**src/bitmap_page_frame_allocator_macros.svh**
```systemverilog
// Assertion macros for the page frame allocator.
// Used by the top level; expects aclk and aresetn in scope.
`ifndef BITMAP_PAGE_FRAME_ALLOCATOR_MACROS_SVH
`define BITMAP_PAGE_FRAME_ALLOCATOR_MACROS_SVH

// same-cycle implication
`define PFA_ASSERT_IMP(name, ante, cons, msg) \
    name: assert property (@(posedge aclk) disable iff (!aresetn) (ante) |-> (cons)) \
        else $error(msg);

// next-cycle implication
`define PFA_ASSERT_NXT(name, ante, cons, msg) \
    name: assert property (@(posedge aclk) disable iff (!aresetn) (ante) |=> (cons)) \
        else $error(msg);

`endif

```
**src/pfa_pkg.sv**
```systemverilog
// Shared constants, types and helpers of the page frame allocator.
// No dependencies.
`default_nettype none

package pfa_pkg;

    localparam int NUM_PAGES     = 65536;
    localparam int MAP_WORD_BITS = 32;
    localparam int PAGE_SHIFT    = 12;
    localparam int PAGE_BYTES    = 1 << PAGE_SHIFT;
    localparam int ADDR_W        = 48;
    localparam int CNT_W         = 32;
    localparam int KEP_W         = 17;

    localparam int MAP_WORDS  = (NUM_PAGES + MAP_WORD_BITS - 1) / MAP_WORD_BITS;
    localparam int WORD_IDX_W = $clog2(MAP_WORDS);
    localparam int BIT_W      = $clog2(MAP_WORD_BITS);
    localparam int PAGE_NUM_W = $clog2(NUM_PAGES + 1);
    localparam int SCAN_W     = $clog2(MAP_WORDS + 1);
    localparam int PFN_W      = ADDR_W + 1 - PAGE_SHIFT;

    localparam logic [SCAN_W-1:0]     SCAN_END  = SCAN_W'(MAP_WORDS);
    localparam logic [SCAN_W-1:0]     SCAN_LAST = SCAN_W'(MAP_WORDS - 1);
    localparam logic [PFN_W-1:0]      PFN_LIMIT = PFN_W'(NUM_PAGES);
    localparam logic [PAGE_NUM_W-1:0] PAGE_LIMIT = PAGE_NUM_W'(NUM_PAGES);

    localparam logic [1:0] MODE_REGION = 2'd0;
    localparam logic [1:0] MODE_ALLOC  = 2'd1;
    localparam logic [1:0] MODE_FREE   = 2'd2;

    typedef logic [MAP_WORD_BITS-1:0] map_word_t;
    typedef logic [BIT_W-1:0]         bit_idx_t;
    typedef logic [WORD_IDX_W-1:0]    word_idx_t;
    typedef logic [PAGE_NUM_W-1:0]    page_num_t;
    typedef logic [CNT_W-1:0]         cnt_t;

    // range mask request for the word unit
    typedef struct packed {
        logic     lo_en;
        bit_idx_t lo_bit;
        logic     hi_en;
        bit_idx_t hi_bit;
    } wu_req_t;

    typedef struct packed {
        map_word_t set_word;
        map_word_t clr_word;
        logic      any;
        bit_idx_t  first;
    } wu_rsp_t;

    typedef enum logic [9:0] {
        ST_CLEAR     = 10'b00_0000_0001,
        ST_IDLE      = 10'b00_0000_0010,
        ST_REG_A     = 10'b00_0000_0100,
        ST_REG_B     = 10'b00_0000_1000,
        ST_REG_C     = 10'b00_0001_0000,
        ST_REG_RD    = 10'b00_0010_0000,
        ST_REG_WR    = 10'b00_0100_0000,
        ST_ALLOC_RD  = 10'b00_1000_0000,
        ST_ALLOC_CHK = 10'b01_0000_0000,
        ST_FREE      = 10'b10_0000_0000
    } state_t;

    function automatic cnt_t sat_add(input cnt_t c, input page_num_t n);
        logic [CNT_W:0] s;
        s = {1'b0, c} + (CNT_W + 1)'(n);
        return s[CNT_W] ? '1 : s[CNT_W-1:0];
    endfunction

endpackage

`default_nettype wire

```
**src/pfa_word_unit.sv**
```systemverilog
// Shared map word unit: range set mask, lowest-set-bit search and clear.
// Depends on pfa_pkg.
`default_nettype none

module pfa_word_unit (
    input  wire pfa_pkg::map_word_t rdata,
    input  wire pfa_pkg::wu_req_t   req,
    output pfa_pkg::wu_rsp_t        rsp
);

    pfa_pkg::map_word_t lo_mask;
    pfa_pkg::map_word_t hi_mask;
    pfa_pkg::bit_idx_t  first;

    always_comb begin
        lo_mask = req.lo_en ? ({pfa_pkg::MAP_WORD_BITS{1'b1}} << req.lo_bit) : '1;
        hi_mask = req.hi_en
                ? ({pfa_pkg::MAP_WORD_BITS{1'b1}} >>
                   (pfa_pkg::BIT_W'(pfa_pkg::MAP_WORD_BITS - 1) - req.hi_bit))
                : '1;
    end

    // priority encoder, lowest index wins
    always_comb begin
        first = '0;
        for (int i = pfa_pkg::MAP_WORD_BITS - 1; i >= 0; i--) begin
            if (rdata[i]) begin
                first = pfa_pkg::BIT_W'(i);
            end
        end
    end

    always_comb begin
        rsp.set_word = rdata | (lo_mask & hi_mask);
        rsp.clr_word = rdata & ~(pfa_pkg::map_word_t'(1) << first);
        rsp.any      = |rdata;
        rsp.first    = first;
    end

endmodule

`default_nettype wire

```
**config.mk**
```make
export PLATFORM = sky130hd
export DESIGN_NAME = pfa_word_unit
export DESIGN_NICKNAME = d
export VERILOG_FILES = /design/src/bitmap_page_frame_allocator_macros.svh /design/src/pfa_pkg.sv /design/src/pfa_word_unit.sv
export SDC_FILE = /design/constraint.sdc
export NUM_CORES = 1
export LEC_CHECK = 0
export BUFFER_PORTS_ARGS = -buffer_cell sky130_fd_sc_hd__buf_4
export CORE_MARGIN = 3
export CORE_UTILIZATION = 38
export DETAILED_ROUTE_END_ITERATION = 10
export GPL_ROUTABILITY_DRIVEN = 0
export PLACE_DENSITY = 0.87
export SYNTH_ARGS = -nofsm -noshare
export SYNTH_HDL_FRONTEND = slang
export SYNTH_SLANG_ARGS = --single-unit
```
**constraint.sdc**
```tcl
create_clock -name vclk -period 1.78
set_input_delay 0.089 -clock vclk [all_inputs]
set_output_delay 0.089 -clock vclk [all_outputs]
set_load 0.02 [all_outputs]
```
### Word-level counts from Yosys, hierarchy flattened

Cells that the tools add are included.

| storage, ports and cells | value |
|---|---|
| flip-flop bits (word level) | 0 |
| input bits | 44 |
| output and inout port bits | 70 |
| logic and storage cells | 43 |

| cells by class | value |
|---|---|
| add/subtract/negate cells | 1 |
| shifts and indexed selects | 3 |
| muxes and demuxes | 34 |
| bitwise logic cells | 4 |
| reductions and logical operators | 1 |

Operators by type and width:

| cell | number |
|---|---|
| $mux W5 | 32 |
| $and A32 B32 Y32 | 2 |
| $mux W32 | 2 |
| $not A32 Y32 | 1 |
| $or A32 B32 Y32 | 1 |
| $reduce_or A32 Y1 | 1 |
| $shl A1 B5 Y32 const A | 1 |
| $shl A32 B5 Y32 const A | 1 |
| $shr A32 B5 Y32 const A | 1 |
| $sub A5 B5 Y5 const A | 1 |

### Logic depth before layout (Yosys ltp)

Gate-level depths: netlist of the first run.

| logic depth | value |
|---|---|
| depth in word-level cells | 35 |
| gate-level depth with buffers | 8 |
| mapped depth without buffers | 7 |

### Worst setup path after synthesis of the first run

No wires, ideal clock.

| path | value |
|---|---|
| kind | input-to-output |
| start point | in rdata[25] |
| end point | out rsp[19] (netlist bit) |
| data arrival time | 1,779 ps |
| required time | 1,691 ps |
| path slack | -88 ps |
| cell stages on the path | 6 |
| buffers on the path | 1 |
| cells stage by stage | or3_1 -> o221a_1 -> or3b_4 -> and3_4 -> buf_6 -> a31oi_1 |

RTL lines:

| element | RTL line | RTL |
|---|---|---|
| start: declaration | pfa_word_unit.sv:6 | `input wire pfa_pkg::map_word_t rdata,` |
| end: declaration | pfa_word_unit.sv:8 | `output pfa_pkg::wu_rsp_t rsp` |

==> out/metrics.yaml, run 1 <==
status: "finished with violations"
violations: "setup timing"
wire_per_inst_um: 18.7
diodes: 0
rsz0062_at_grt: "yes"
synthTopCellsByArea: "o31a_1 (11%), o21ai_0 (10%), nand2_1 (7.6%)"
p_leak_uw: 0.00140
grt_max_degree: 18
synth_fa_ha_area_frac: 0
fp-row-count: 22
num_vias: 2932
clock_buffers: 0
first_global_vias: 2680
design.seq.count: 0
final_util: 0.824
grt_pass1_wl_um: 12200
place_hpwl_um: 6110
peakVddDrop_mv: 0.178
final.setup.worst_slack_ns: -0.193
drtIter0Drc: 443
ant_nets: 0
drive_gt1_frac: 0.501
yosysWarnings: 0
post-route-min-period_ns: 1.97
synth_top_family_by_area: "compound AO/OA/AOI/OAI gates"
synth_cells: 264
io-pin-count: 114
avgSynthCellArea_um2: 5.63
drt_first_pass_iters: 6
hold_path_class: "in -> out"
synth.mux.area_fraction: 0
hold_ws_ns: 0.472
fin_nets: 461
drt-total-wl_um: 8640
yosys.area_share.simple: 0.377
holdBufCountCts: 0
antenna_found_initial: 0
yosys-top-cells-count: "o21ai_0 (31), nand2_1 (30), nor2_1 (28), o31a_1 (19), inv_1 (16)"
place_area_um2: 2690
required_ns: 1.69
cp-start-kind: "input pin"
grt.total_usage: 0.330
fillers: 235
syn-num-nets: 308
die-area_um2: 4690
initial_core_util: 0.400
synth_xor_area_frac: 0
post-route-period-util: 1.11
synth_cell_types: 43
io_buffers: 113
slew_viol_final: 0
setup_viol: 30
core_area_um2: 3720
synth_most_common_cell: "o21ai_0"
synth_largest_area_cell: "o31a_1"
route.detailed.drc: 0
viasPerCell: 6.33
yosysSeqAreaShare: 0
area_growth_pct: 106
fmax_mhz: 507
synth_compound_area_frac: 0.527
cap_viol_max_count: 0
netlist_area_um2: 1490
grt-ovfl-total: 0
path_max_fanout: 6
cp-end-kind: "primary output"
hold_viol_final: 0
min_delay_path_depth: 3
regArea_um2: 0
synthDominantCellAreaShare: 0.112
power_density_nw_per_um2: 272
worstPathArrival_ns: 1.88
die_y_um: 68.5
die_w_um: 68.5
postLayoutCellArea_um2: 3060
criticalPathCategory: "in -> out"
## kinds of logic (layout without fill, tap and decap cells)
logic type / after synthesis / count (layout)
other cells: 1 / 1
buf+inv: 34 / 184
compound gates: 115 / 115
simple gates: 114 / 115
## metal layers
layer	part of all wire	routed length, um	GRT usage
met5	0	0	0
met4	0.034	291	0.112
met3	0.13	1110	0.0583
met2	0.48	4170	0.578
met1	0.36	3070	0.402
## layout make-up
cell class,count,area (um2),area share
timing repair buffer,166,1350,0.439
multi-input combinational,231,1580,0.517
tap,48,60.1,0.0196
inverter,18,72.6,0.0237
## per-stage QoR
step                power (uW)  setup TNS (ns)  worst slack (ns)  std cells
finish                     834           -3.34            -0.193        463
global placement           720           -3.91            -0.218        455
global route               878           -5.23            -0.229        463
CTS                        773           -2.63            -0.171        458
floorplan                  355          -0.260           -0.0651        264
detailed placement         731           -5.34            -0.281        455
## layout by cell type, fill, tap and decap left out, types with 7 or more instances in the layout
cell / instances
a21o_1: 10
a21oi_1: 12
buf_4: 143
buf_6: 21
inv_1: 16
nand2_1: 30
nand2b_1: 8
nor2_1: 24
nor3_1: 12
o21ai_0: 30
o21bai_1: 7
o31a_1: 19
## timing repair
action | in CTS | in global routing
endpoints found under the setup margin | 30 | 34
cloned | 1 | 0
pin swaps | 14 | 9
buffers inserted | 2 | 5
hold endpoints to repair | 0 | 0
resized for setup | 40 | 30
## path summary, 6_finish.rpt
check	start	to	slack [ns]
worst min-delay path	rdata[0]	rsp[0]	0.47
worst max-delay path	rdata[25]	rsp[24]	-0.19
## critical path, stage by stage
cell,delay (ns)
buf_6,0.10
or3_4,0.38
o221a_1,0.25
or3b_4,0.42
and3_4,0.23
o31a_1,0.28
buf_6,0.14
## where the power goes
| part | internal (uW) | switching (uW) |
|---|---|---|
| combinational | 370 | 464 |
| sequential | 0 | 0 |
| clock | 0 | 0 |
| total | 370 | 464 |
Power figures use the tool's default switching activity.
==> run 2: changes to the inputs <==
--- a/config.mk
+++ b/config.mk
@@ -10,7 +10,7 @@
 export CORE_UTILIZATION = 38
 export DETAILED_ROUTE_END_ITERATION = 10
 export GPL_ROUTABILITY_DRIVEN = 0
-export PLACE_DENSITY = 0.87
+export PLACE_DENSITY = 0.91
 export SYNTH_ARGS = -nofsm -noshare
 export SYNTH_HDL_FRONTEND = slang
 export SYNTH_SLANG_ARGS = --single-unit
==> run 2 against run 1 <==
- the flow still finishes with violations (setup timing)
- critical endpoint is now rsp[14]
- die area stayed put
- highest routed layer unchanged
- routed wire length grew 12%
- setup slack worse by 0.027 ns
- cell count down 1.3%
- critical path depth is 2 higher
- largest cell class unchanged
- power rose by 4.0%
- global-route usage decreased by 1.8 points
- sequential share of layout area stayed put
- design area increased by 0.33%
- critical path type unchanged
- clock-buffer cell count is the same
- non-clock buffer count down 6
==> out/metrics.yaml, run 2 (synthesized netlist as in run 1, its figures left out) <==
clock_buffers: 0  # unchanged
crit_chain: "buf_4 > buf_4 > nor2_2 > a221oi_4 > o221a_4 > or3b_4 > and3_4 > o31a_1 > buf_6"
p_leak_uw: 0.00140  # +0.42%
final.setup.worst_slack_ns: -0.220  # -0.0274 ns
die_w_um: 68.5  # unchanged
cp_top_family: "simple AND/OR/NAND/NOR gates"
worstPathArrival_ns: 1.91  # +0.03 ns
place_area_um2: 2670  # -0.84%
route.detailed.drc: 0  # unchanged
place_hpwl_um: 6020  # -1.6%
cp-startpoint: "rdata[27]"
power_frac_comb: 1.000  # about the same
cap_viol_max_count: 0  # unchanged
setup_viol: 30  # unchanged
power_uw: 868  # +4.0%
final_cell_mix: "buf_4 (133), o21ai_0 (31), nand2_1 (28)"
crit_top_cell: "buf_4"
hold_path_class: "in -> out"
grt_max_degree: 18  # unchanged
dpl_worst_slack_ns: -0.243  # +0.0377 ns
wire_per_inst_um: 21.1  # +13%
grt.total_usage: 0.312  # -0.0182
criticalPathCategory: "in -> out"
cp-end-kind: "primary output"
instances_no_fill: 457  # -1.3%
fmax_mhz: 500  # -1.4%
path_buf_inv: 3  # +1
post-route-min-period_ns: 2.00  # +0.0274 ns
seqPwrFrac: 0  # unchanged
area_growth_pct: 107
cp-start-kind: "input pin"
io-pin-count: 114  # unchanged
grt_pass1_wl_um: 11400  # -6.1%
initial_core_util: 0.400  # unchanged
violations: "setup timing"
slowest_stage: "or3b_4"
diodes: 0  # unchanged
clkPwrFrac: 0  # unchanged
p_sw_uw: 489  # +5.4%
drt-total-wl_um: 9650  # +12%
rsz0062_at_grt: "yes"
mostFrequentLayoutCell: "buf_4"
design.seq.count: 0  # unchanged
fp-row-count: 22  # unchanged
core_area_um2: 3720  # unchanged
die-area_um2: 4690  # unchanged
slew_viol_final: 0  # unchanged
status: "finished with violations"
antenna_found_initial: 0  # unchanged
dp.cells: 452  # -0.66%
first_global_vias: 2471  # -7.8%
drt_first_pass_iters: 7  # +1
grt-ovfl-total: 0  # unchanged
intPower_uw: 379  # +2.2%
postLayoutCellArea_um2: 3070  # +0.33%
drive_gt1_frac: 0.501  # about the same
num_vias: 3110  # +6.1%
hp-start: "rdata[25]"
die_y_um: 68.5  # unchanged
viasPerCell: 6.81  # +7.5%
peakVddDrop_mv: 0.180  # +1.1%
ant_nets: 0  # unchanged
holdBufCountCts: 0  # unchanged
io_buffers: 113  # unchanged
cpPeakStageDelay_ns: 0.42  # about the same
path_max_fanout: 6  # unchanged
hold_viol_final: 0  # unchanged
power_density_nw_per_um2: 282  # +3.7%
regArea_um2: 0  # unchanged
hold_ws_ns: 0.504  # +0.0321 ns
post-route-period-util: 1.12  # +0.0154
required_ns: 1.69  # about the same
fin_nets: 455  # -1.3%
drtIter0Drc: 386  # -13%
sw_frac_of_total: 0.564  # +0.00753
==> run 2: cell type report <==
type	count	area, um2
timing repair buffer	160	1330
inverter	18	72.6
tap	48	60.1
multi-input combinational	231	1610
fill	234	644
==> run 2: path summary, 6_finish.rpt <==
| path | endpoint | slack [ns] | depth (start not counted) |
|---|---|---|---|
| max | rsp[14] | -0.22 | 9 |
| min | rsp[31] | 0.50 | 3 |
==> run 2: what timing repair did <==
item | 4_1_cts | 5_1_grt
buffers inserted | 1 | 2
endpoints found under the setup margin | 31 | 32
pin swaps | 6 | 13
cloned | 1 | 1
resized for setup | 22 | 55
==> run 2: per-stage QoR <==
step	utilization	setup TNS [ns]
2_1_floorplan	-	-0.260
3_3_place_gp	0.719	-3.03
3_5_place_dp	0.719	-4.00
4_1_cts	0.748	-2.61
5_1_grt	0.827	-5.60
6_report	0.827	-4.31
==> run 2: power groups by stage <==
stage / combinational [uW] / sequential (uW) / clock, uW
after floorplan: 355 / 0 / 0
after global placement: 711 / 0 / 0
after detailed placement: 724 / 0 / 0
after CTS: 754 / 0 / 0
after global routing: 901 / 0 / 0
final: 868 / 0 / 0
==> run 2: layer usage <==
metal | share of wire | wire length (um) | up-vias | GRT usage
met5 | 0 | 0 | - | 0
met4 | 0.083 | 804 | 0 | 0.112
met3 | 0.13 | 1260 | 108 | 0.0292
met2 | 0.45 | 4370 | 326 | 0.547
met1 | 0.33 | 3220 | 1387 | 0.392
li1 | - | - | 1289 | -
